`config.mk`:
```
export PLATFORM = sky130hd
export DESIGN_NAME = lci_div_cell
export DESIGN_NICKNAME = d
export VERILOG_FILES = /design/src/design/lci_pkg.sv /design/src/design/lci_div_cell.sv
export SDC_FILE = /design/constraint.sdc
export NUM_CORES = 1
export LEC_CHECK = 0
export BUFFER_PORTS_ARGS = -buffer_cell sky130_fd_sc_hd__buf_4
export CAP_MARGIN = 40
export CORE_AREA = 2 2 469 471
export CTS_CLUSTER_SIZE = 14
export DETAILED_ROUTE_END_ITERATION = 8
export DIE_AREA = 0 0 471 473
export MAX_ROUTING_LAYER = met4
export PLACE_DENSITY = 0.3
export SETUP_SLACK_MARGIN = 0.3
export SYNTH_ARGS = -nofsm -noshare
export SYNTH_HDL_FRONTEND = slang
export SYNTH_SLANG_ARGS = --single-unit
```
`constraint.sdc`:
```
create_clock -name clk -period 6.4 [get_ports clk]
set_clock_uncertainty 0.05 [all_clocks]
set_input_delay 1.6 -clock clk [delete_from_list [all_inputs] [get_ports clk]]
set_output_delay 1.6 -clock clk [all_outputs]
set_load 0.01 [all_outputs]
```
`src/design/lci_pkg.sv`:
```
package lci_pkg;

  localparam int COORD_W = 32;
  localparam int DELTA_W = COORD_W + 1;
  localparam int RAD_W = 31;
  localparam int PROD_W = COORD_W + DELTA_W;
  localparam int SQ_W = 2 * DELTA_W;
  localparam int RR_W = 2 * RAD_W;
  localparam int A_W = SQ_W;
  localparam int P_W = SQ_W;
  localparam int HALF_W = 32;
  localparam int DISC_W = 128;
  localparam int ROOT_W = DISC_W / 2;
  localparam int REM_W = ROOT_W + 2;
  localparam int NUM_W = P_W + 1;
  localparam int MAG_W = P_W;
  localparam int SPLIT_W = 33;
  localparam int RSPLIT_W = 31;
  localparam int DMAG_W = COORD_W;
  localparam int PP_W = SPLIT_W + DMAG_W;
  localparam int DIVN_W = 100;
  localparam int QUO_W = 34;
  localparam int SUM_W = QUO_W + 2;
  localparam int LANES = 4;

  localparam int FRONT_STAGES = 6;
  localparam int MID_STAGES = 5;
  localparam int PIPE_LAT = FRONT_STAGES + ROOT_W + MID_STAGES + QUO_W + 1;

  localparam int LANE_PX = 0;
  localparam int LANE_PY = 1;
  localparam int LANE_MX = 2;
  localparam int LANE_MY = 3;

  localparam logic [1:0] CNT_NONE = 2'd0;
  localparam logic [1:0] CNT_TANGENT = 2'd1;
  localparam logic [1:0] CNT_SECANT = 2'd2;

  localparam logic [COORD_W-1:0] COORD_MAX = {1'b0, {(COORD_W-1){1'b1}}};
  localparam logic [COORD_W-1:0] COORD_MIN = {1'b1, {(COORD_W-1){1'b0}}};

  typedef struct packed {
    logic deg;
    logic nocross;
    logic tangent;
    logic signed [P_W-1:0] p;
    logic [A_W-1:0] a;
    logic signed [COORD_W-1:0] x1;
    logic signed [COORD_W-1:0] y1;
    logic signed [DELTA_W-1:0] dx;
    logic signed [DELTA_W-1:0] dy;
  } lci_geo_t;

  typedef struct packed {
    logic deg;
    logic nocross;
    logic tangent;
    logic signed [COORD_W-1:0] x1;
    logic signed [COORD_W-1:0] y1;
    logic [LANES-1:0] neg;
    logic [LANES-1:0] pre;
  } lci_tail_t;

endpackage

```
`src/design/lci_div_cell.sv`:
```
module lci_div_cell import lci_pkg::*; (
  input  logic                        clk,
  input  logic [A_W-1:0]              a_in,
  input  logic [LANES-1:0][A_W-1:0]   rem_in,
  input  logic [LANES-1:0][QUO_W-1:0] low_in,
  input  logic [LANES-1:0][QUO_W-1:0] quo_in,
  output logic [A_W-1:0]              a_out,
  output logic [LANES-1:0][A_W-1:0]   rem_out,
  output logic [LANES-1:0][QUO_W-1:0] low_out,
  output logic [LANES-1:0][QUO_W-1:0] quo_out
);

  logic [LANES-1:0][A_W:0] cur;
  logic [LANES-1:0][A_W:0] diff;
  logic [LANES-1:0]        ge;

  // restoring division, one quotient bit per cell, four lanes share the divisor
  always_comb begin
    for (int l = 0; l < LANES; l++) begin
      cur[l]  = {rem_in[l], low_in[l][QUO_W-1]};
      diff[l] = cur[l] - {1'b0, a_in};
      ge[l]   = (cur[l] >= {1'b0, a_in});
    end
  end

  always_ff @(posedge clk) begin
    a_out <= a_in;
    for (int l = 0; l < LANES; l++) begin
      rem_out[l] <= ge[l] ? diff[l][A_W-1:0] : cur[l][A_W-1:0];
      low_out[l] <= {low_in[l][QUO_W-2:0], 1'b0};
      quo_out[l] <= {quo_in[l][QUO_W-2:0], ge[l]};
    end
  end

endmodule

```
==> flow_summary.ini <==
[yosys]
synth.distinct_cells = 89
ys_async_sr_fraction_pct = 0
ys.flop_type = dfxtp_1
ys_seq_area_share_pct = 37.7
synth_edf_count = 0
post_synth.cell_area_avg_sq_um = 9.04
ys_ff_latch = 598
synthesis.area_sq_um = 31800
yosys_warnings = 0
netlist_instances = 3517

[clock_network]
ctsResizeCount = 0
postCtsHoldBufs = 0
cts_tree = done
cts_buffer_depth = 3
cts.sinks = 598
cts_htree_levels = 3
clock-root-buffer = clkbuf_16
path_clk_slew_ps = 60
numCtsBuffers = 84
cts_setup_buffers = 0

[timing]
slew_viol_final = 0
period_needed_ps = 5300
rsz0062_at_grt = false
relSlewSlack_pct = 53.0
timing.fmax_mhz = 189
min_period_over_period_pct = 82.7
hold_viol = 0
finalSetupViolCount = 0
fin_tns_setup_ps = 0
fin_ws_ps = 1100
worstMarginPinSlew_ps = 704

[setup_path]
worstPathRequired_ps = 6920
crit_type = input port to flop
startpoint = a_in[1]
worstSetupEndpointType = flop
path_max_fanout = 19
crit_path_end = rem_out[136]
worstSetupStartpointType = input port
cp.arrival_ps = 5820

[drt]
vias = 32497
postRouteWirelength_microns = 214000
dr.first_iter.drc_count = 1667
remaining_drc_errors = 0
drtPass1Iterations = 5
wl_per_cell_microns = 27.4
routed_via_density = 4.17
antenna_left = 0

[grt]
antenna_found_initial = 73
grt_use_met3_pct = 2.92
grt_max_degree = 56
grt_pass1_vias = 33369
grt_pass1_wl_microns = 281000
busiest_layer = met2
met2_usage_pct = 35.8
met1_usage_pct = 19.0
grtUsageTotal_pct = 19.0
globalRoute.totalOverflow = 0

[die]
die_area_sq_um = 223000
io_pins = 1205
start_util_pct = 14.6
coreArea_sq_um = 218000
die_w_microns = 471
fp-row-count = 172
die_y_microns = 473

[power_and_ir_drop]
power_frac_clock_pct = 37.4
leakage_nw = 21.8
power.internal_mw = 9.13
peakVddDrop_v = 0.000172
powerDensity_nw_per_um2 = 288
combPwrFrac_pct = 30.7
p_sw_mw = 4.73
pwr-share-seq_pct = 31.9
p_sw_share_pct = 34.1

[run]
drv_cap = 0

[placed_design]
pre_cts_ws_ps = 288
gp_congestion = 0.880
dp_hpwl_microns = 187000
place.port_buffers = 1196

[run_status]
status = finished clean

[cells_and_area]
fill_cells = 24201
final_layout_size_suffix_gt1_share_pct = 35.4
syn_to_final_growth_pct = 51.7
nets = 5703

[hold_path]
hp-class = input port to flop
hold_start = quo_in[21]
==> power by group through the flow <==
stage	Sequential [mW]	Clock, mW	Combinational, mW
global placement	4.51	0	4.34
floorplan	4.66	0	1.78
finish	4.43	5.18	4.25
detailed placement	4.50	0	4.31
global route	4.46	5.54	4.56
CTS	4.43	5.43	4.34
==> cell usage in the layout, fill, tap and decap left out, drive strengths merged, types with 74 or more instances in the layout <==
cell type  count
dfxtp        598
xnor2        150
a21o         128
clkbuf       110
inv          174
buf         1377
xor2          74
ha           264
a21oi        370
o21ai        178
nand4         95
nand3         79
nor2         230
mux2         180
nand2        225
==> cell type report <==
| type | instances | area (sq um) | share of cell area [%] |
|---|---|---|---|
| antenna | 30 | 75.1 | 0.156 |
| sequential | 598 | 12000 | 24.8 |
| tap | 2871 | 3590 | 7.45 |
| timing repair buffer | 1377 | 10400 | 21.6 |
| inverter | 170 | 646 | 1.34 |
| clock buffer | 110 | 2360 | 4.90 |
| clock inverter | 45 | 662 | 1.37 |
| multi-input combinational | 2601 | 18500 | 38.3 |
==> critical path: stages <==
cell      delay (ps)
buf_4            120
inv_1            360
ha_1             330
nor2b_1          150
o31a_1           280
o31a_1           340
o31a_1           350
o2111a_1         320
o31ai_1          600
o31a_1           260
o31a_1           340
o31a_4           190
inv_4             80
buf_12           170
mux2_2           280
==> state kept, by name, indices dropped and copies added (netlist names) <==
name	flops
a_out	66
quo_out	136
low_out	132
rem_out	264
==> per-layer routing <==
layer	vias to the layer above	part of all wire (%)
met5	-	0
li1	15453	-
met3	320	4.1
met1	15601	37
met4	0	4.8
met2	1123	54
==> logic make-up after synthesis <==
group	share of synthesized area [%]
compound gates	20.8
simple gates	13.4
flops	37.7
buf+inv	4.33
fa+ha+maj	10.6
xor+xnor	6.17
mux	6.98
other cells	0.0118
==> cell usage after synthesis, types with 45 or more instances <==
master    number  area share [%]
a21o_1       128             3.0
a21oi_1      370             5.8
clkbuf_1     106             1.3
dfxtp_1      598              38
ha_1         264              10
inv_1        166             2.0
mux2_2       163             5.8
nand2_1      225             2.7
nand3_1       79             1.2
nand4_1       95             1.9
nor2_1       230             2.7
nor3_1        58            0.91
o21a_1        45             1.1
o21ai_0      177             2.8
o21bai_1      70             1.7
xnor2_1      150             4.1
xor2_1        74             2.0
==> worst min-delay path by stage <==
stage,end,slack [ps],cells after the start
after floorplan,a_out[0],1580,0
final,quo_out[22],920,1
after global placement,quo_out[92],1650,1
after detailed placement,low_out[30],1660,1
after CTS,quo_out[22],810,1
after global routing,quo_out[24],840,1
==> stage by stage <==
stage | area, sq um | hold slack (ps) | power, mW | cells | util, %
after global placement | 45100 | 1650 | 8.85 | 7615 | 20.7
after detailed placement | 45100 | 1660 | 8.81 | 7617 | 20.7
after CTS | 48100 | 809 | 14.2 | 7772 | 22.1
after global routing | 48200 | 845 | 14.6 | 7795 | 22.1
after floorplan | 31800 | 1580 | 6.44 | 3520 | -
final | 48200 | 924 | 13.9 | 7802 | 22.1
Note: power is estimated with default switching activity, not from simulation.
