[src/design/lci_pkg.sv]
package lci_pkg;

  localparam int COORD_W = 32;
  localparam int DELTA_W = COORD_W + 1;
  localparam int RAD_W = 31;
  localparam int PROD_W = COORD_W + DELTA_W;
  localparam int SQ_W = 2 * DELTA_W;
  localparam int RR_W = 2 * RAD_W;
  localparam int A_W = SQ_W;
  localparam int P_W = SQ_W;
  localparam int HALF_W = 32;
  localparam int DISC_W = 128;
  localparam int ROOT_W = DISC_W / 2;
  localparam int REM_W = ROOT_W + 2;
  localparam int NUM_W = P_W + 1;
  localparam int MAG_W = P_W;
  localparam int SPLIT_W = 33;
  localparam int RSPLIT_W = 31;
  localparam int DMAG_W = COORD_W;
  localparam int PP_W = SPLIT_W + DMAG_W;
  localparam int DIVN_W = 100;
  localparam int QUO_W = 34;
  localparam int SUM_W = QUO_W + 2;
  localparam int LANES = 4;

  localparam int FRONT_STAGES = 6;
  localparam int MID_STAGES = 5;
  localparam int PIPE_LAT = FRONT_STAGES + ROOT_W + MID_STAGES + QUO_W + 1;

  localparam int LANE_PX = 0;
  localparam int LANE_PY = 1;
  localparam int LANE_MX = 2;
  localparam int LANE_MY = 3;

  localparam logic [1:0] CNT_NONE = 2'd0;
  localparam logic [1:0] CNT_TANGENT = 2'd1;
  localparam logic [1:0] CNT_SECANT = 2'd2;

  localparam logic [COORD_W-1:0] COORD_MAX = {1'b0, {(COORD_W-1){1'b1}}};
  localparam logic [COORD_W-1:0] COORD_MIN = {1'b1, {(COORD_W-1){1'b0}}};

  typedef struct packed {
    logic deg;
    logic nocross;
    logic tangent;
    logic signed [P_W-1:0] p;
    logic [A_W-1:0] a;
    logic signed [COORD_W-1:0] x1;
    logic signed [COORD_W-1:0] y1;
    logic signed [DELTA_W-1:0] dx;
    logic signed [DELTA_W-1:0] dy;
  } lci_geo_t;

  typedef struct packed {
    logic deg;
    logic nocross;
    logic tangent;
    logic signed [COORD_W-1:0] x1;
    logic signed [COORD_W-1:0] y1;
    logic [LANES-1:0] neg;
    logic [LANES-1:0] pre;
  } lci_tail_t;

endpackage

[src/design/lci_sqrt_cell.sv]
module lci_sqrt_cell import lci_pkg::*; (
  input  logic              clk,
  input  logic [REM_W-1:0]  rem_in,
  input  logic [ROOT_W-1:0] root_in,
  input  logic [DISC_W-1:0] disc_in,
  output logic [REM_W-1:0]  rem_out,
  output logic [ROOT_W-1:0] root_out,
  output logic [DISC_W-1:0] disc_out
);

  logic [REM_W+1:0] cur;
  logic [REM_W+1:0] trial;
  logic [REM_W+1:0] diff;
  logic             fits;

  // one root bit per cell: bring down two radicand bits, try 4*root+1
  always_comb begin
    cur   = {rem_in, disc_in[DISC_W-1 -: 2]};
    trial = {2'b00, root_in, 2'b01};
    diff  = cur - trial;
    fits  = (cur >= trial);
  end

  always_ff @(posedge clk) begin
    rem_out  <= fits ? diff[REM_W-1:0] : cur[REM_W-1:0];
    root_out <= {root_in[ROOT_W-2:0], fits};
    disc_out <= {disc_in[DISC_W-3:0], 2'b00};
  end

endmodule

[config.mk]
export PLATFORM = sky130hd
export DESIGN_NAME = lci_sqrt_cell
export DESIGN_NICKNAME = d
export VERILOG_FILES = /design/src/design/lci_pkg.sv /design/src/design/lci_sqrt_cell.sv
export SDC_FILE = /design/constraint.sdc
export NUM_CORES = 1
export LEC_CHECK = 0
export ABC_AREA = 1
export BUFFER_PORTS_ARGS = -buffer_cell sky130_fd_sc_hd__buf_2
export CORE_AREA = 2 2 201 203
export DETAILED_ROUTE_END_ITERATION = 7
export DIE_AREA = 0 0 203 205
export HOLD_SLACK_MARGIN = 0.12
export PLACE_DENSITY = 0.62
export SYNTH_ARGS = -nofsm -noshare
export SYNTH_HDL_FRONTEND = slang
export SYNTH_SLANG_ARGS = --single-unit
export TNS_END_PERCENT = 5
[constraint.sdc]
create_clock -name clk -period 2.4 [get_ports clk]
set_input_delay 0.72 -clock clk [delete_from_list [all_inputs] [get_ports clk]]
set_output_delay 0.72 -clock clk [all_outputs]
set_load 0.03 [all_outputs]
==> metrics.txt, run 1 <==
# TYPE chip_impl_metric gauge
chip_impl_metric{name="globalplace.congestion",unit=""} 0.935
chip_impl_metric{name="die_height",unit="um"} 205
chip_impl_metric{name="area_growth_syn_to_layout",unit="%"} 61.3
chip_impl_metric{name="timing.critical_path.slowest_cell_delay",unit="ps"} 280
chip_impl_metric{name="viasPerCell",unit=""} 4.40
chip_impl_metric{name="setup-tns-final",unit="ps"} 0
chip_impl_metric{name="via_count_of_the_first_global_routing_pass",unit=""} 14200
chip_impl_info{name="most_frequent_standard_cell_in_the_layout_excluding_fill_and_tap_cells",value="nand2_1"} 1
chip_impl_metric{name="highest_attainable_clock_frequency",unit="MHz"} 428
chip_impl_metric{name="maxCapViolations",unit=""} 0
chip_impl_metric{name="syn_area",unit="sq um"} 12000
chip_impl_info{name="cts.root.buffer_cell",value="clkbuf_16"} 1
chip_impl_metric{name="global_route.overflow_total",unit=""} 0
chip_impl_metric{name="initial_antenna_violation_count",unit=""} 6
chip_impl_info{name="crit_path_start",value="root_in[3]"} 1
chip_impl_metric{name="slew_viol_final",unit=""} 0
chip_impl_info{name="synth_top_cell_by_area",value="dfxtp_1"} 1
chip_impl_info{name="critical_path.cell_chain",value="buf_2, inv_1, ha_4, nand2_1, nor2_2, nand3_1, nor2_2, buf_4, nand3_1, a21oi_2, nor2_4, nand2_4, buf_12, nand3_1, nand2_1"} 1
chip_impl_metric{name="dpl-instance-area",unit="sq um"} 18100
chip_impl_metric{name="grt_start_max_net_pins",unit=""} 38
chip_impl_metric{name="syn_area_per_cell",unit="sq um"} 6.85
chip_impl_metric{name="final_util",unit=""} 0.493
chip_impl_metric{name="period_minus_slack",unit="ps"} 2340
chip_impl_metric{name="hold_viol_final",unit=""} 0
chip_impl_metric{name="detailed_place_hpwl",unit="um"} 50400
chip_impl_metric{name="vdd_drop_max",unit="V"} 0.000568
chip_impl_metric{name="cellPowerDensity",unit="nW/um^2"} 692
chip_impl_metric{name="first_pass_iters",unit=""} 6
chip_impl_metric{name="die_area",unit="sq um"} 41600
chip_impl_info{name="status",value="finished clean"} 1
chip_impl_metric{name="drive_gt1_frac",unit=""} 0.388
chip_impl_metric{name="num_rows",unit=""} 73
chip_impl_info{name="ys.flop_type",value="dfxtp_1"} 1
chip_impl_metric{name="yosys_register_bits",unit=""} 256
chip_impl_metric{name="drcViolationCount",unit=""} 0
chip_impl_metric{name="clockBufferDepth",unit=""} 3
chip_impl_metric{name="synthArstFlopShare",unit=""} 0
chip_impl_info{name="path_class",value="input port to flop"} 1
chip_impl_metric{name="core_region_area",unit="sq um"} 39400
chip_impl_info{name="critical_path.endpoint",value="rem_out[40]"} 1
chip_impl_info{name="cp-end-kind",value="flop"} 1
chip_impl_metric{name="seq_area_frac_synth",unit=""} 0.426
chip_impl_metric{name="grt_pass1_wl",unit="um"} 83000
chip_impl_info{name="worst_setup_path_start_kind",value="input port"} 1
chip_impl_metric{name="io-pin-count",unit=""} 517
chip_impl_metric{name="antenna-diode-count",unit=""} 0
chip_impl_metric{name="layout.cell_area.non_filler",unit="sq um"} 19400
chip_impl_info{name="hold_path_class",value="input port to flop"} 1
chip_impl_metric{name="filler_cell_count",unit=""} 3964
chip_impl_metric{name="layout_worst_path_cycle_share",unit=""} 0.974
chip_impl_metric{name="postCtsHoldBufs",unit=""} 0
chip_impl_metric{name="avgRoutedWirePerCell",unit="um"} 18.4
chip_impl_info{name="critPathMostFrequentCell",value="nand3_1"} 1
chip_impl_metric{name="p_total",unit="mW"} 13.4
chip_impl_metric{name="cellLeakagePower",unit="nW"} 11.1
chip_impl_metric{name="clock_sinks",unit=""} 256
chip_impl_info{name="crit_family",value="simple AND/OR/NAND/NOR gates"} 1
chip_impl_metric{name="clk_transition_reported_paths",unit="ps"} 60
chip_impl_metric{name="synth_cell_types",unit=""} 29
chip_impl_metric{name="worst-path-max-fanout",unit=""} 37
chip_impl_metric{name="final_stage_net_count",unit=""} 2954
chip_impl_metric{name="cts-buffers-inserted",unit=""} 26
chip_impl_info{name="layout_common_cells",value="659 x nand2_1, 514 x buf_2, 337 x buf_4, 311 x inv_1, 256 x dfxtp_1"} 1
chip_impl_metric{name="worst_slack",unit="ps"} 62.4
chip_impl_metric{name="htree_levels",unit=""} 1
chip_impl_metric{name="drt-total-wl",unit="um"} 58300
chip_impl_metric{name="timing.critical_path.buf_inv",unit=""} 4
chip_impl_info{name="synth.top_cells.by_area",value="dfxtp_1 43%, nand2_1 21%, inv_1 9.7%"} 1
chip_impl_info{name="cts_tree",value="built"} 1
chip_impl_info{name="rsz0062_at_grt",value="yes"} 1
chip_impl_metric{name="worst_slack_placed",unit="ps"} -699
chip_impl_metric{name="arrival_worst_endpoint",unit="ps"} 2830
chip_impl_metric{name="setup_viol_count_final",unit=""} 0
chip_impl_metric{name="place.port_buffers",unit=""} 514
chip_impl_metric{name="synth_edf_count",unit=""} 0
chip_impl_metric{name="cp.required",unit="ps"} 2890
chip_impl_metric{name="overall_die_width",unit="um"} 203
chip_impl_metric{name="1st_iter_drt_viols",unit=""} 655
chip_impl_metric{name="postRouteAntennaNets",unit=""} 0
chip_impl_metric{name="cells_after_synth",unit=""} 1758
chip_impl_metric{name="globalRouteTotalUtil",unit=""} 0.269
chip_impl_info{name="critPathSlowestCell",value="ha_4"} 1
chip_impl_metric{name="routed-via-count",unit=""} 14000
chip_impl_metric{name="depth_of_the_critical_timing_path_with_buffers_and_inverters_included",unit=""} 15
chip_impl_metric{name="yosys_warnings",unit=""} 0
chip_impl_metric{name="floorplan.initialDensity",unit=""} 0.306
chip_impl_metric{name="post-synth-top-area-fraction",unit=""} 0.426
[stage by stage]
stage / hold WS, ps / std cells
global route: 223 / 3174
finish: 245 / 3174
CTS: 220 / 3173
detailed placement: 824 / 3122
global placement: 822 / 3122
floorplan: 748 / 1759
[logic make-up (layout without fill, tap and decap cells)]
group / count (synthesis) / in the layout / share of synthesized area
buf+inv: 354 / 1244 / 0.117
compound gates: 122 / 122 / 0.0537
simple gates: 926 / 926 / 0.311
flops: 256 / 256 / 0.426
other cells: 1 / 2 / 0.000312
xor+xnor: 33 / 33 / 0.0240
fa+ha+maj: 66 / 66 / 0.0686
[cells in the mapped netlist (3+ instances only)]
cell      number
dfxtp_1      256
buf_4          5
ha_1          66
nand3_1       83
nand4_1       18
nor2_1       101
nor3_1        18
o21ai_0       22
buf_6          5
buf_2          5
o21ai_1        4
nand2_2        8
xnor2_1        3
nand2_1      674
nor2_2         7
nor4_1         3
inv_2         26
a21oi_1       82
nand3b_1      13
inv_1        311
o21bai_1      11
xor2_1        30
[report_power, final]
| part | leakage [nW] | internal (mW) | switching (mW) | total [mW] |
|---|---|---|---|---|
| Combinational | 8.48 | 1.62 | 2.60 | 4.21 |
| Sequential | 2.16 | 4.65 | 0.131 | 4.78 |
| Clock | 0.464 | 2.67 | 1.77 | 4.45 |
[registers in the layout, summed over array words and instances, names as in the netlist]
name / flops
root_out: 64
rem_out: 66
disc_out: 126
[area by class of cell]
cell class	instances	area, sq um	share of cell area
Multi-Input combinational cell	1149	6160	0.317
Timing Repair Buffer	858	5250	0.270
Sequential cell	256	5120	0.264
Inverter	338	1270	0.0655
Clock buffer	36	768	0.0396
Tap cell	525	657	0.0338
Clock inverter	12	184	0.00947
[worst min path at each step]
stage           startpoint             to  slack, ps  cells after the start
6_report       disc_in[97]   disc_out[99]        240                      1
5_1_grt        disc_in[15]   disc_out[17]        220                      1
4_1_cts        disc_in[86]   disc_out[88]        220                      1
3_5_place_dp   disc_in[39]   disc_out[41]        820                      1
3_3_place_gp   disc_in[15]   disc_out[17]        820                      1
2_1_floorplan  disc_in[98]  disc_out[100]        750                      0
[per-layer routing]
metal | part of all wire | vias up | global-route usage
li1 | - | 7065 | -
met1 | 0.37 | 6407 | 0.278
met2 | 0.55 | 392 | 0.554
met3 | 0.044 | 95 | 0.0348
met4 | 0.031 | 4 | 0.0785
met5 | 0.00048 | - | 0
[what timing repair did]
action,4_1_cts,5_1_grt
setup buffers,2,1
gates resized for setup,13,46
pin swaps,3,6
cloned,1,0
endpoints found under the setup margin,39,66
(Power assumes the default switching activity.)
==> run 2, diff against run 1 <==
==> constraint.sdc (replaced) <==
create_clock -name clk -period 2.4 [get_ports clk]
set_input_delay 0.48 -clock clk [delete_from_list [all_inputs] [get_ports clk]]
set_output_delay 0.48 -clock clk [all_outputs]
set_load 0.03 [all_outputs]
==> metrics.txt, run 2 (synthesis results as in run 1) <==
# TYPE chip_impl_metric gauge
chip_impl_metric{name="postRouteAntennaNets",unit=""} 0
chip_impl_metric{name="clkPwrFrac",unit=""} 0.308
chip_impl_info{name="cts_tree",value="built"} 1
chip_impl_metric{name="avgRoutedWirePerCell",unit="um"} 17.5
chip_impl_info{name="largest_reg_by_ff_count",value="disc_out"} 1
chip_impl_metric{name="worst_slew_margin",unit=""} 0.662
chip_impl_metric{name="first_pass_iters",unit=""} 5
chip_impl_metric{name="drcViolationCount",unit=""} 0
chip_impl_metric{name="power.switching_fraction",unit=""} 0.343
chip_impl_metric{name="setup-tns-final",unit="ps"} 0
chip_impl_metric{name="globalRouteTotalUtil",unit=""} 0.274
chip_impl_metric{name="clockBufferDepth",unit=""} 3
chip_impl_info{name="cp-end-kind",value="flop"} 1
chip_impl_metric{name="clk_transition_reported_paths",unit="ps"} 70
chip_impl_metric{name="routed-via-count",unit=""} 14500
chip_impl_info{name="layout_common_cells",value="673 x nand2_1, 514 x buf_2, 312 x buf_4, 311 x inv_1, 256 x dfxtp_1"} 1
chip_impl_info{name="path_class",value="input port to flop"} 1
chip_impl_metric{name="maxCapViolations",unit=""} 0
chip_impl_metric{name="cts-buffers-inserted",unit=""} 27
chip_impl_metric{name="cellLeakagePower",unit="nW"} 11.8
chip_impl_info{name="critPathMostFrequentCell",value="nand2_1"} 1
chip_impl_metric{name="die_area",unit="sq um"} 41600
chip_impl_metric{name="worst-slew-pin-transition",unit="ps"} 501
chip_impl_metric{name="detailed_place_hpwl",unit="um"} 47500
chip_impl_metric{name="post_cts_setup_buffers",unit=""} 0
chip_impl_metric{name="arrival_worst_endpoint",unit="ps"} 2760
chip_impl_metric{name="highest_attainable_clock_frequency",unit="MHz"} 442
chip_impl_metric{name="cp.required",unit="ps"} 2900
chip_impl_metric{name="drt-total-wl",unit="um"} 58700
chip_impl_metric{name="core_region_area",unit="sq um"} 39400
chip_impl_metric{name="num_rows",unit=""} 73
chip_impl_metric{name="timing.critical_path.buf_inv",unit=""} 5
chip_impl_metric{name="io-pin-count",unit=""} 517
chip_impl_metric{name="floorplan.initialDensity",unit=""} 0.306
chip_impl_info{name="most_frequent_standard_cell_in_the_layout_excluding_fill_and_tap_cells",value="nand2_1"} 1
chip_impl_metric{name="grt_pass1_wl",unit="um"} 86100
chip_impl_metric{name="drive_gt1_frac",unit=""} 0.327
chip_impl_metric{name="fin_hold_ws",unit="ps"} 141
chip_impl_metric{name="slew_viol_final",unit=""} 0
chip_impl_metric{name="place.port_buffers",unit=""} 514
chip_impl_metric{name="initial_antenna_violation_count",unit=""} 5
chip_impl_info{name="worst_setup_path_start_kind",value="input port"} 1
chip_impl_info{name="status",value="finished clean"} 1
chip_impl_metric{name="viasPerCell",unit=""} 4.33
chip_impl_metric{name="1st_iter_drt_viols",unit=""} 667
chip_impl_info{name="rsz0062_at_grt",value="no"} 1
chip_impl_metric{name="clock_sinks",unit=""} 256
chip_impl_metric{name="netSwitchingPower",unit="mW"} 4.50
chip_impl_info{name="critical_path.cell_chain",value="dlygate4sd3_1, buf_2, inv_1, ha_1, nand3_2, nor2_1, nand2_1, nand3_1, nor2_1, nand2_2, inv_2, buf_12, nand2_1, nand2_1"} 1
chip_impl_metric{name="grt_start_max_net_pins",unit=""} 40
chip_impl_metric{name="power.share.sequential",unit=""} 0.364
chip_impl_metric{name="worst-path-max-fanout",unit=""} 39
chip_impl_metric{name="htree_levels",unit=""} 1
chip_impl_metric{name="final_stage_net_count",unit=""} 3136
chip_impl_metric{name="hold_viol_final",unit=""} 0
chip_impl_metric{name="via_count_of_the_first_global_routing_pass",unit=""} 14900
chip_impl_info{name="crit_family",value="buffers and inverters"} 1
chip_impl_metric{name="area_growth_syn_to_layout",unit="%"} 70.7
chip_impl_metric{name="overall_die_width",unit="um"} 203
chip_impl_metric{name="share_comb_of_total_power",unit=""} 0.328
chip_impl_info{name="cts.root.buffer_cell",value="clkbuf_16"} 1
chip_impl_metric{name="period_minus_slack",unit="ps"} 2260
chip_impl_metric{name="power.internal",unit="mW"} 8.62
chip_impl_info{name="critPathSlowestCell",value="dlygate4sd3_1"} 1
chip_impl_metric{name="global_route.overflow_total",unit=""} 0
chip_impl_metric{name="timing.critical_path.slowest_cell_delay",unit="ps"} 520
chip_impl_info{name="reg_top3",value="disc_out x126, rem_out x66, root_out x64"} 1
chip_impl_metric{name="largest_register_ff_count",unit=""} 126
chip_impl_metric{name="cellPowerDensity",unit="nW/um^2"} 638
chip_impl_info{name="hold_path_class",value="input port to flop"} 1
chip_impl_metric{name="globalplace.congestion",unit=""} 0.942
chip_impl_metric{name="layout_worst_path_cycle_share",unit=""} 0.942
chip_impl_metric{name="vdd_drop_max",unit="V"} 0.000522
chip_impl_metric{name="die_height",unit="um"} 205
chip_impl_metric{name="setup_viol_count_final",unit=""} 0
[run 2: cell types whose count changed in the layout (fill, tap and decap cells not counted), sizes merged]
| cell | delta |
|---|---|
| inv | -1 |
| buf | -27 |
| dlygate4sd3 | +208 |
| bufinv | -3 |
| clkinv | +6 |
| diode | +4 |
| clkbuf | -3 |
[run 2: cell type report]
class / instances / area, sq um
Clock inverter: 14 / 115
Timing Repair Buffer: 1039 / 7090
Inverter: 338 / 1270
Fill cell: 3835 / 18800
Antenna cell: 4 / 10.0
Multi-Input combinational cell: 1149 / 5550
Clock buffer: 33 / 728
Sequential cell: 256 / 5120
Tap cell: 525 / 657
[run 2: repair_timing]
item | in CTS | in global routing
hold buffers | 208 | 0
setup endpoints to repair | 0 | 61
endpoints found under the hold margin | 208 | 0
gates resized for setup | 0 | 11
[run 2: path summary, 6_finish.rpt]
check / to / slack (ps) / start / depth (start not counted)
max: rem_out[16] / 140 / root_in[62] / 14
min: rem_out[6] / 140 / rem_in[4] / 3
[run 2: worst min-delay path, cell delays in order]
cell     delay, ps
buf_2           90
nand2_1         50
nand2_1         50
[run 2: routing by layer]
| metal | track usage | part of all wire | up-vias |
|---|---|---|---|
| met5 | 0 | 0 | - |
| met4 | 0.109 | 0.041 | 0 |
| met3 | 0.0285 | 0.041 | 91 |
| met2 | 0.535 | 0.52 | 393 |
| met1 | 0.301 | 0.39 | 6608 |
| li1 | - | - | 7439 |
[run 2: through the flow]
stage	util	setup WS, ps	instance area, sq um	instances	total power [mW]
5_1_grt	0.522	10.4	20500	3358	13.8
3_3_place_gp	0.446	-512	17600	3099	8.85
2_1_floorplan	-	174	12000	1759	6.97
3_5_place_dp	0.446	-511	17600	3099	8.86
4_1_cts	0.521	24.7	20500	3354	13.2
6_report	0.522	140	20500	3358	13.1
[run 2: power groups by stage]
stage               registers, mW  clock network [mW]  logic (mW)
floorplan                    5.67                   0        1.29
global placement             4.86                   0        3.99
detailed placement           4.85                   0        4.01
CTS                          4.77                4.14        4.29
global route                 4.80                4.32        4.64
finish                       4.77                4.05        4.30
